### config.mk
export PLATFORM = sky130hd
export DESIGN_NAME = rxs_front
export DESIGN_NICKNAME = d
export VERILOG_FILES = /design/src/rtl/rxs_pkg.sv /design/src/rtl/rxs_front.sv
export SDC_FILE = /design/constraint.sdc
export NUM_CORES = 1
export LEC_CHECK = 0
export BUFFER_PORTS_ARGS = -buffer_cell sky130_fd_sc_hd__buf_2
export CAP_MARGIN = 20
export CORE_ASPECT_RATIO = 1.2
export CORE_MARGIN = 2
export CORE_UTILIZATION = 54
export CTS_CLUSTER_DIAMETER = 120
export CTS_CLUSTER_SIZE = 24
export DETAILED_ROUTE_END_ITERATION = 8
export PLACE_DENSITY = 0.85
export SLEW_MARGIN = 20
export SYNTH_ARGS = -nofsm -noshare
export SYNTH_HDL_FRONTEND = slang
export SYNTH_SLANG_ARGS = --single-unit
### constraint.sdc
create_clock -name clk -period 6.4 [get_ports clk]
set_input_delay 1.92 -clock clk [delete_from_list [all_inputs] [get_ports clk]]
set_output_delay 1.92 -clock clk [all_outputs]
set_load 0.05 [all_outputs]
### src/rtl/rxs_pkg.sv
// ----------------------------------------------------------------------------
// rxs_pkg
// Shared types, constants and register codes of the rolling xor scrambler.
// ----------------------------------------------------------------------------
package rxs_pkg;

	// default sizes
	localparam int unsigned STRING_DEPTH_DEF  = 1024;
	localparam int unsigned ENCODE_HEADER_DEF = 12;
	localparam int unsigned QUEUE_DEPTH       = 2;

	// field widths fixed by the stream format
	localparam int unsigned POS_W = 16;

	// position handling
	localparam logic [POS_W-1:0] POS_MIX      = 16'd4;
	localparam logic [POS_W-1:0] POS_MAX      = 16'hFFFF;
	localparam logic [POS_W-1:0] POS_WRAP     = 16'h8000;
	localparam logic [5:0]       DEC_SKIP_MIN = 6'd4;

	// key character handling
	localparam logic [7:0] CHAR_DOT     = 8'h2E;
	localparam logic [7:0] CHAR_PERCENT = 8'h25;
	localparam logic [7:0] CHAR_MAX     = 8'h7F;

	// operation codes
	localparam logic OP_LOAD = 1'b0;
	localparam logic OP_BYTE = 1'b1;

	// register indexes
	localparam logic [1:0] REG_CHALLENGE = 2'd0;
	localparam logic [1:0] REG_ENCODE    = 2'd1;
	localparam logic [1:0] REG_PERCENT   = 2'd2;
	localparam logic [1:0] REG_DEC_SKIP  = 2'd3;

	// register reset values
	localparam logic [7:0] CHALLENGE_RST = 8'd0;
	localparam logic       ENCODE_RST    = 1'b1;
	localparam logic       PERCENT_RST   = 1'b0;
	localparam logic [5:0] DEC_SKIP_RST  = 6'd8;

	typedef struct packed {
		logic       op;
		logic [7:0] data_in;
		logic       first_in;
		logic       last_in;
	} in_beat_t;

	typedef struct packed {
		logic [7:0] data_out;
		logic       last_out;
	} out_beat_t;

	typedef struct packed {
		logic [7:0] challenge_low;
		logic       encode_mode;
		logic       percent_subst;
		logic [5:0] decode_skip;
	} cfg_t;

	// classified item handed from front to back
	typedef struct packed {
		logic       is_load;
		logic [7:0] data;
		logic       first;
		logic       last;
		logic       reseed;
		logic       mix4;
		logic       scramble;
		logic       parity;
	} work_t;

endpackage

### src/rtl/rxs_front.sv
// ----------------------------------------------------------------------------
// rxs_front
// Accepts input beats, tracks the message byte position and classifies each
// byte as header, reseed, seed mix or scrambled.
// ----------------------------------------------------------------------------
module rxs_front #(
	parameter int unsigned ENCODE_HEADER = rxs_pkg::ENCODE_HEADER_DEF
) (
	input  logic             clk,
	input  logic             arst_n,
	input  logic             in_valid,
	output logic             in_stall,
	input  rxs_pkg::in_beat_t in_beat,
	input  rxs_pkg::cfg_t    cfg,
	output logic             push,
	output rxs_pkg::work_t   push_item,
	input  logic             queue_full
);

	logic [rxs_pkg::POS_W-1:0] pos_q;
	logic [rxs_pkg::POS_W-1:0] pos;
	logic [rxs_pkg::POS_W-1:0] header;
	logic [5:0]                skip;
	logic                      accept;

	assign in_stall = queue_full;
	assign accept   = in_valid && !queue_full;
	assign push     = accept;

	// header length from the mode
	always_comb begin
		skip = (cfg.decode_skip < rxs_pkg::DEC_SKIP_MIN) ? rxs_pkg::DEC_SKIP_MIN
			: cfg.decode_skip;
		if (cfg.encode_mode) begin
			header = rxs_pkg::POS_W'(ENCODE_HEADER);
		end else begin
			header = {{(rxs_pkg::POS_W-6){1'b0}}, skip};
		end
	end

	assign pos = in_beat.first_in ? '0 : pos_q;

	// classify the beat
	always_comb begin
		push_item.is_load  = (in_beat.op == rxs_pkg::OP_LOAD);
		push_item.data     = in_beat.data_in;
		push_item.first    = in_beat.first_in;
		push_item.last     = in_beat.last_in;
		push_item.reseed   = (pos == '0);
		push_item.mix4     = cfg.encode_mode && (pos == rxs_pkg::POS_MIX);
		push_item.scramble = (pos >= header);
		push_item.parity   = pos[0];
	end

	// byte position counter
	always_ff @(posedge clk or negedge arst_n) begin
		if (!arst_n) begin
			pos_q <= '0;
		end else if (accept && in_beat.op == rxs_pkg::OP_BYTE) begin
			if (in_beat.last_in) begin
				pos_q <= '0;
			end else if (pos == rxs_pkg::POS_MAX) begin
				pos_q <= rxs_pkg::POS_WRAP;
			end else begin
				pos_q <= pos + 1'b1;
			end
		end
	end

endmodule

==> metrics.txt <==
status finished clean; Final Slew Violations 0; die width between 40 and 50 um; slowest CP cell ha_1; DRT Wirelength ~2900 um; number of post-CTS setup repair buffers 0; largest net degree at the start of global routing 21; cts repair resizes 0; Synth Register Bits 16; area of the core approximately 2500 um2; synth warn 0; max_cap viols 0; Ports 48; clk_skew 2.78 ps; Final ANT Viol Nets 0; r2r startpoint pos_q[1]; Synth area leader dfrtp_1; HP Start pos_q[5]; Leak Pwr ~0.7 nW; Port Buf Inserts 22; Worst path max stage delay between 200 and 300 ps; Sw Ratio between 30% and 40%; part of the power in the clock network about a third; initial antenna violation count 0; DR WL/cell approximately 14 um; CP top delay family compound AO/OA/AOI/OAI gates; Fmax achieved 0.172 GHz; Mean Syn Cell Area roughly 8.2 um2; minimum clock period a little under 6000 ps; PnR worst setup slack between 500 and 600 ps; # diodes 0; grt ovf 0; largest registers pos_q: 16 flops; post-synth top area share 29.2%; worst slack at placement about 570 ps; Critical Path End Type output pin; Final Cell Area ~1400 um2; Worst Path Required 4480 ps; Hold Path Class flop to flop; Worst EP arrival between 3000 and 4000 ps; synthesized instance count approximately 170; top cells by area, synth dfrtp_1 29%, ha_1 7.3%, buf_4 6.0%; Final Hold Slack 524 ps; # hold bufs at CTS 0; Clock transition at path regs ~100 ps; Peak VDD IR slightly below 70 uV; Initial Util roughly 55%; DP Wirelength roughly 2200 um; Netlist cell types 43; fin crit share approximately nine tenths; GP Congestion about 0.92; DIE AREA 2960 um2; CP startpoint cfg[5]; Largest Register pos_q; register area share after synthesis between 20% and 30%; Clock Latency Late Sink about 300 ps; TritonCTS clock tree done; max reg flops 16; post-route setup TNS 0 ps; Comb pwr share roughly 20%; H-tree levels 1; Setup violations, final 0; gr usage total between 20% and 30%; Root Driver clkbuf_4; vias in the first global route around 1.2k; Detailed Routing Iterations Pass 1 4; cell internal pwr between 150 and 200 uW; Synth-to-Final Area Change 5.48%; Fin. Hold Viols 0; Slew @ Worst Pin approximately 700 ps; first-pass GRT wire length between 4000 and 5000 um; Longest Clk Path Bufs 2; Mapped Area between 1000 and 1500 um2; placed standard-cell area about 1400 um2; net switching power between 60 and 70 uW; via count about 1.2k; CP startpoint kind primary input; Crit path buffers/inverters 2; net count after synthesis 207; CP Cell Sequence buf_2 -> nor3_1 -> a21oi_1 -> and2_1 -> ha_1 -> nand2b_1 -> a21o_1 -> a21o_1 -> a211oi_1 -> o21ai_1 -> buf_2; clock sinks 16; ys async rst share 100%; power per cell area approximately 150 nW/um2; top_reg_cell synth dfrtp_1; WS Path Type primary input to output pin; EDFF count, synth 0; RSZ-0062 raised after global routing no; Seq pwr share a little under half; worst-path maximum fanout 2; number of cell rows 20; TritonCTS Buffers 3; Layout Nets 216; Residual DRC 0; drt via density 5.85; die height a little under 60 um; total power approximately 220 uW; max_slew headroom approximately 53%; share of post-route cells with drive strength above 1 between 10% and 20%; starting DRC count in detailed routing 37
## final timing paths
kind	end	slack, ps	cells after the start
max in group asynchronous	pos_q[2]	4630	1
setup / recovery	push_item[1]	590	11
hold / removal	pos_q[5]	520	2
min in group asynchronous	pos_q[11]	1510	1
hold reg to reg	pos_q[5]	520	2
setup reg to reg	pos_q[9]	4140	7
## power by group through the flow
stage / clock, mW / sequential, mW / combinational [mW]
after floorplan: 0 / 0.106 / 0.0452
after global placement: 0 / 0.107 / 0.0427
after detailed placement: 0 / 0.107 / 0.0441
after CTS: 0.0713 / 0.105 / 0.0442
after global routing: 0.0758 / 0.105 / 0.0478
final: 0.0713 / 0.105 / 0.0435
## cells by family (layout without fill, tap and decap cells)
family | Yosys count | count (layout) | synth area share (%)
buffers and inverters | 27 | 35 | 10.7
xor gates and xnor gates | 2 | 2 | 1.28
and+or+nand+nor | 73 | 73 | 32.7
adders and majority gates | 8 | 8 | 7.31
AOI/OAI and AO/OA | 41 | 41 | 18.1
muxes | 1 | 1 | 0.731
DFF | 16 | 16 | 29.2
## metrics by stage
stage / std cells / utilization (%)
2_1_floorplan: 168 / -
3_3_place_gp: 205 / 56.9
3_5_place_dp: 205 / 56.9
4_1_cts: 209 / 58.3
5_1_grt: 209 / 58.3
6_report: 209 / 58.3
## cells in the mapped netlist (3+ instances only)
| library cell | n |
|---|---|
| buf_2 | 3 |
| nand4_1 | 4 |
| nor2_1 | 10 |
| nor3_1 | 5 |
| nor2b_1 | 6 |
| nand3_1 | 4 |
| a21o_1 | 3 |
| ha_1 | 8 |
| nand2b_1 | 6 |
| o21ai_0 | 16 |
| dfrtp_1 | 16 |
| clkbuf_1 | 4 |
| nand2_1 | 19 |
| inv_1 | 9 |
| a21oi_1 | 9 |
| a31oi_1 | 3 |
| buf_4 | 11 |
## final cells by class
class                      instances  area [um2]
sequential                        16         400
tap                               33        41.3
multi-input combinational        125         823
timing repair buffer              22         110
fill                             214        1030
inverter                           9        33.8
clock buffer                       4        36.3
## tightest hold or removal path: cells and delay by family, from the launching register on
family / cells / cell delay, ps
AO/OA/AOI/OAI: 1 / 60
flip-flops: 1 / 380
AND/OR/NAND/NOR: 1 / 50
## cell usage in the layout, fill, tap and decap left out, drive strengths merged, types with 2 or more instances in the layout
cell type  instances
a21o               3
a21oi             10
a31oi              3
and4b              2
buf               22
clkbuf             4
dfrtp             16
ha                 8
inv                9
nand2             19
nand2b             6
nand3              4
nand3b             2
nand4              5
nor2              10
nor2b              6
nor3               6
nor4               3
o21ai             17
o31a               2
or2                2
or4                2
xnor2              2
## per-layer routing
| metal | global-route usage, % | share of wire (%) | vias to the layer above |
|---|---|---|---|
| li1 | - | - | 602 |
| met1 | 22.9 | 41 | 575 |
| met2 | 40.4 | 52 | 37 |
| met3 | 3.28 | 4.3 | 8 |
| met4 | 12.3 | 2.8 | 0 |
| met5 | 0 | 0 | - |
Note: power is estimated with default switching activity, not from simulation.
