===== config.mk =====
export PLATFORM = sky130hd
export DESIGN_NAME = rxs_queue
export DESIGN_NICKNAME = d
export VERILOG_FILES = /design/src/rtl/rxs_pkg.sv /design/src/rtl/rxs_queue.sv
export SDC_FILE = /design/constraint.sdc
export NUM_CORES = 1
export LEC_CHECK = 0
export ABC_AREA = 0
export BUFFER_PORTS_ARGS = -buffer_cell sky130_fd_sc_hd__buf_2
export CAP_MARGIN = 25
export CORE_MARGIN = 5
export CORE_UTILIZATION = 53
export CTS_BUF_LIST = sky130_fd_sc_hd__clkbuf_4
export CTS_CLUSTER_DIAMETER = 80
export DETAILED_ROUTE_END_ITERATION = 8
export PLACE_DENSITY = 0.87
export SLEW_MARGIN = 20
export SYNTH_ARGS = -nofsm -noshare
export SYNTH_HDL_FRONTEND = slang
export SYNTH_SLANG_ARGS = --single-unit

===== constraint.sdc =====
create_clock -name clk -period 1.9 [get_ports clk]
set_clock_uncertainty 0.05 [all_clocks]
set_input_delay 0.19 -clock clk [delete_from_list [all_inputs] [get_ports clk]]
set_output_delay 0.19 -clock clk [all_outputs]
set_load 0.03 [all_outputs]

===== src/rtl/rxs_pkg.sv =====
// ----------------------------------------------------------------------------
// rxs_pkg
// Shared types, constants and register codes of the rolling xor scrambler.
// ----------------------------------------------------------------------------
package rxs_pkg;

	// default sizes
	localparam int unsigned STRING_DEPTH_DEF  = 1024;
	localparam int unsigned ENCODE_HEADER_DEF = 12;
	localparam int unsigned QUEUE_DEPTH       = 2;

	// field widths fixed by the stream format
	localparam int unsigned POS_W = 16;

	// position handling
	localparam logic [POS_W-1:0] POS_MIX      = 16'd4;
	localparam logic [POS_W-1:0] POS_MAX      = 16'hFFFF;
	localparam logic [POS_W-1:0] POS_WRAP     = 16'h8000;
	localparam logic [5:0]       DEC_SKIP_MIN = 6'd4;

	// key character handling
	localparam logic [7:0] CHAR_DOT     = 8'h2E;
	localparam logic [7:0] CHAR_PERCENT = 8'h25;
	localparam logic [7:0] CHAR_MAX     = 8'h7F;

	// operation codes
	localparam logic OP_LOAD = 1'b0;
	localparam logic OP_BYTE = 1'b1;

	// register indexes
	localparam logic [1:0] REG_CHALLENGE = 2'd0;
	localparam logic [1:0] REG_ENCODE    = 2'd1;
	localparam logic [1:0] REG_PERCENT   = 2'd2;
	localparam logic [1:0] REG_DEC_SKIP  = 2'd3;

	// register reset values
	localparam logic [7:0] CHALLENGE_RST = 8'd0;
	localparam logic       ENCODE_RST    = 1'b1;
	localparam logic       PERCENT_RST   = 1'b0;
	localparam logic [5:0] DEC_SKIP_RST  = 6'd8;

	typedef struct packed {
		logic       op;
		logic [7:0] data_in;
		logic       first_in;
		logic       last_in;
	} in_beat_t;

	typedef struct packed {
		logic [7:0] data_out;
		logic       last_out;
	} out_beat_t;

	typedef struct packed {
		logic [7:0] challenge_low;
		logic       encode_mode;
		logic       percent_subst;
		logic [5:0] decode_skip;
	} cfg_t;

	// classified item handed from front to back
	typedef struct packed {
		logic       is_load;
		logic [7:0] data;
		logic       first;
		logic       last;
		logic       reseed;
		logic       mix4;
		logic       scramble;
		logic       parity;
	} work_t;

endpackage


===== src/rtl/rxs_queue.sv =====
// ----------------------------------------------------------------------------
// rxs_queue
// Short register queue of classified items between front and back.
// ----------------------------------------------------------------------------
module rxs_queue (
	input  logic           clk,
	input  logic           arst_n,
	input  logic           push,
	input  rxs_pkg::work_t push_item,
	output logic           full,
	input  logic           pop,
	output logic           head_valid,
	output rxs_pkg::work_t head_item
);

	localparam int unsigned PW = (rxs_pkg::QUEUE_DEPTH > 1) ? $clog2(rxs_pkg::QUEUE_DEPTH) : 1;
	localparam int unsigned CW = $clog2(rxs_pkg::QUEUE_DEPTH + 1);
	localparam logic [PW-1:0] PTR_LAST = PW'(rxs_pkg::QUEUE_DEPTH - 1);
	localparam logic [CW-1:0] CNT_FULL = CW'(rxs_pkg::QUEUE_DEPTH);

	rxs_pkg::work_t slot_q [rxs_pkg::QUEUE_DEPTH];
	logic [PW-1:0]  wr_ptr_q;
	logic [PW-1:0]  rd_ptr_q;
	logic [CW-1:0]  count_q;

	assign full       = (count_q == CNT_FULL);
	assign head_valid = (count_q != '0);
	assign head_item  = slot_q[rd_ptr_q];

	// storage
	always_ff @(posedge clk) begin
		if (push) begin
			slot_q[wr_ptr_q] <= push_item;
		end
	end

	// pointers and fill count
	always_ff @(posedge clk or negedge arst_n) begin
		if (!arst_n) begin
			wr_ptr_q <= '0;
			rd_ptr_q <= '0;
			count_q  <= '0;
		end else begin
			if (push) begin
				wr_ptr_q <= (wr_ptr_q == PTR_LAST) ? '0 : wr_ptr_q + 1'b1;
			end
			if (pop) begin
				rd_ptr_q <= (rd_ptr_q == PTR_LAST) ? '0 : rd_ptr_q + 1'b1;
			end
			if (push && !pop) begin
				count_q <= count_q + 1'b1;
			end else if (pop && !push) begin
				count_q <= count_q - 1'b1;
			end
		end
	end

endmodule


==> impl_summary.txt <==
----------------------------------------------------
[Power]
  Cell leakage power ... 0.000720 uW
  Total power draw ... 2450 uW
  Worst ir drop on vdd ... 0.000879 V
  Power per Cell Area ... 1420 nW/um^2

[Routing]
  Number of vias in the routed layout ... 738
  Wire length per cell ... 16.1 um
  Average vias per placed instance ... 4.86
  Antenna-violating nets left ... 0
  DR DRC count ... 0
  Number of iterations in the first detailed-routing pass ... 3
  Post-Route WL ... 2450 um
  Violation count after the first detailed-route iteration ... 13

[Global routing]
  All-Layer GR Usage ... 15.7%
  Largest net degree at the start of global routing ... 16
  First-pass GRT wire length ... 3790 um
  Number of antenna violations at the first check in global routing ... 0
  Number of global-route vias before repair ... 818
  Overall overflow remaining after global route ... 0

[Layout]
  Non-Filler Cell Area, Final ... 1730 sq um
  Post-Layout Cell Count ... 152
  Number of diodes added for antenna fixing ... 0
  Leading cell type in the layout, fill and taps excluded ... buf_2
  Ratio of cells with drive above 1 in the final layout ... 50.0%
  Filler cell count in the final layout ... 167
  Area grow syn2layout ... 30.8%
  Top library cells by usage in the layout, fill and taps aside ... buf_2 (35), edfxtp_1 (30), dlygate4sd3_1 (15), mux2_4 (9)
  Number of nets in the layout ... 141

[Floorplan]
  Effective utilization at floorplan ... 54.4%
  X dimension of the die ... 60.0 um
  Core area ... 2430 sq um
  Die Outline Area ... 3600 sq um
  IO Count ... 36
  # rows ... 18
  Die outline height ... 60.0 um

[STA]
  Final Max Tran Viols ... 0
  Final cycle utilization of the critical path ... 93.2%
  Setup TNS after final layout ... 0 ns
  Unrepaired setup endpoints after global routing ... false
  Worst-case headroom to the max-slew limit ... 83.8%
  Worst hold margin ... 0.0182 ns
  Worst Tran Pin Value ... 0.243 ns
  Tmin final ... 1.77 ns
  Maximum clock frequency ... 565 MHz
  Final hold violation count ... 0
  Setup violation total in the final timing report ... 0

[Synth]
  Simple logic cell fraction of the synthesized area ... 2.17%
  Number of storage elements in the synthesis netlist ... 34
  Number of distinct library cells after synthesis ... 14
  Post-Syn Nets ... 83
  Netlist area before placement ... 1320 sq um
  Syn_area_per_cell ... 21.0 sq um
  Multiplexer share of the synthesized area ... 15.3%
  Synthesized-area fraction occupied by adder cells ... 0.945%
  Post-synthesis xor/xnor area fraction ... 3.31%
  Post-synthesis cell count ... 63
  Share of the synthesized area in compound gates (AO/OA/AOI/OAI) ... 0%
  Sequential cell area fraction in the yosys report ... 75.6%
  Largest family of logic cells by synthesized area ... multiplexers
  Number of warnings issued by yosys ... 0

[CTS]
  CTS max path bufs ... 2
  Skew-Pair Late Insertion Delay ... 0.32 ns
  Post-CTS Setup Inserts ... 0
  Number of levels the H-tree was split into ... 2
  Number of buffers inserted during clock tree synthesis ... 5
  Clock Pin Slew Worst Setup and Hold Paths ... 0.09 ns
  Clock tree from TritonCTS ... built
  Cell chosen for the clock root ... clkbuf_4
  Clock net sink count ... 34

[Setup path]
  Type of origin of the critical path ... register
  Critical path data arrival time ... 1.53 ns
  Series of cell instances along the critical path ... buf_4 -> mux2_2 -> buf_2
  CP Depth ... 3
  Critical path class ... register to output port
  Setup crit end kind ... output port
  Cell family contributing the most delay on the critical path ... buffers and inverters
  Required time reported for the critical path endpoint ... 1.66 ns
  Delay of the slowest critical-path stage ... 0.38 ns
  Sum of buffers and inverters on the critical path ... 2
  Max FO, Critical Path ... 15
  Depth of the most critical reg-to-reg path ... 2
  Worst path slowest cell ... dfrtp_1

[Place]
  # placed instances ... 129
  Post-detailed-placement cell area ... 1530 sq um
  Global placement routability congestion ... 0.632
  Final HPWL from detailed placement ... 1640 um
  # port buffers ... 35

[Worst hold path]
  Count of cells along the worst hold path ... 1
  Worst min-delay path category ... input pin to register

[Status]
  Result of the run ... finished, final reports clean

[Job]
  Max Cap Violations ... 0

----------------------------------------------------
-- worst reg2reg max path: stages (launching register included) --
cell and delay [ns]:
dfrtp_1 0.42, nor2b_1 0.13, buf_4 0.25
-- state kept, by name (all words and copies together) (netlist names) --
signal    cells
slot_q       30
count_q       2
rd_ptr_q      1
wr_ptr_q      1
-- synth_stat cells (all sizes together) --
| master | count | area share, % |
|---|---|---|
| nor2b | 2 | 0.95 |
| edfxtp | 30 | 68 |
| xor2 | 4 | 2.6 |
| dfrtp | 4 | 7.6 |
| inv | 1 | 0.28 |
| ha | 1 | 0.95 |
| and2 | 1 | 0.47 |
| xnor2 | 1 | 0.66 |
| mux2 | 15 | 15 |
| nor2 | 1 | 0.28 |
| or2 | 1 | 0.47 |
| buf | 2 | 2.4 |
-- layout make-up --
cell class              instances  area [sq um]  share of cell area, %
inverters                       1          3.75                  0.217
multi-input cells              26           288                   16.6
well taps                      30          37.5                   2.17
clock inverters                 2          8.76                  0.506
repair buffers                 53           348                   20.1
clock buffers                   6          45.0                   2.60
flip-flops and latches         34          1000                   57.8
-- power breakdown --
part,internal (uW),switching (uW)
clock network,153,214
logic,406,600
registers,1000,75.7
-- routing by layer --
metal  track usage (%)  up-vias  routed length, um
li1                  -      354                  -
met1              15.4      358                781
met2              29.8       22               1500
met3              5.40        4                144
met4              5.70        0                 25
met5                 0        -                  0
-- logic make-up (layout without fill, tap and decap cells) --
logic type | after synthesis | in the layout
flops | 34 | 34
mux | 15 | 15
xor+xnor | 5 | 5
simple gates | 5 | 5
buf+inv | 3 | 62
fa+ha+maj | 1 | 1
-- path summary, 6_finish.rpt --
check,startpoint,slack [ns],end
min in group asynchronous,arst_n,0.14,wr_ptr_q$_DFFE_PN0P_
max in group asynchronous,arst_n,1.53,count_q[0]$_DFFE_PN0P_
worst min-delay path,push_item[5],0.02,slot_q[1][5]$_DFFE_PP_
worst max-delay path,rd_ptr_q$_DFFE_PN0P_,0.13,head_item[4]
worst min register to register,rd_ptr_q$_DFFE_PN0P_,0.44,rd_ptr_q$_DFFE_PN0P_
worst max register to register,wr_ptr_q$_DFFE_PN0P_,0.75,slot_q[0][10]$_DFFE_PP_
-- through the flow --
step,utilization [%],setup WS (ns)
floorplan,-,0.367
global placement,62.8,0.520
detailed placement,62.8,0.481
CTS,70.4,0.111
global route,71.2,0.0658
finish,71.2,0.129
-- what timing repair did --
item,CTS,global route
hold buffers,13,2
gates resized for setup,0,0
hold endpoints to repair,26,3
Note: power is estimated with default switching activity, not from simulation.
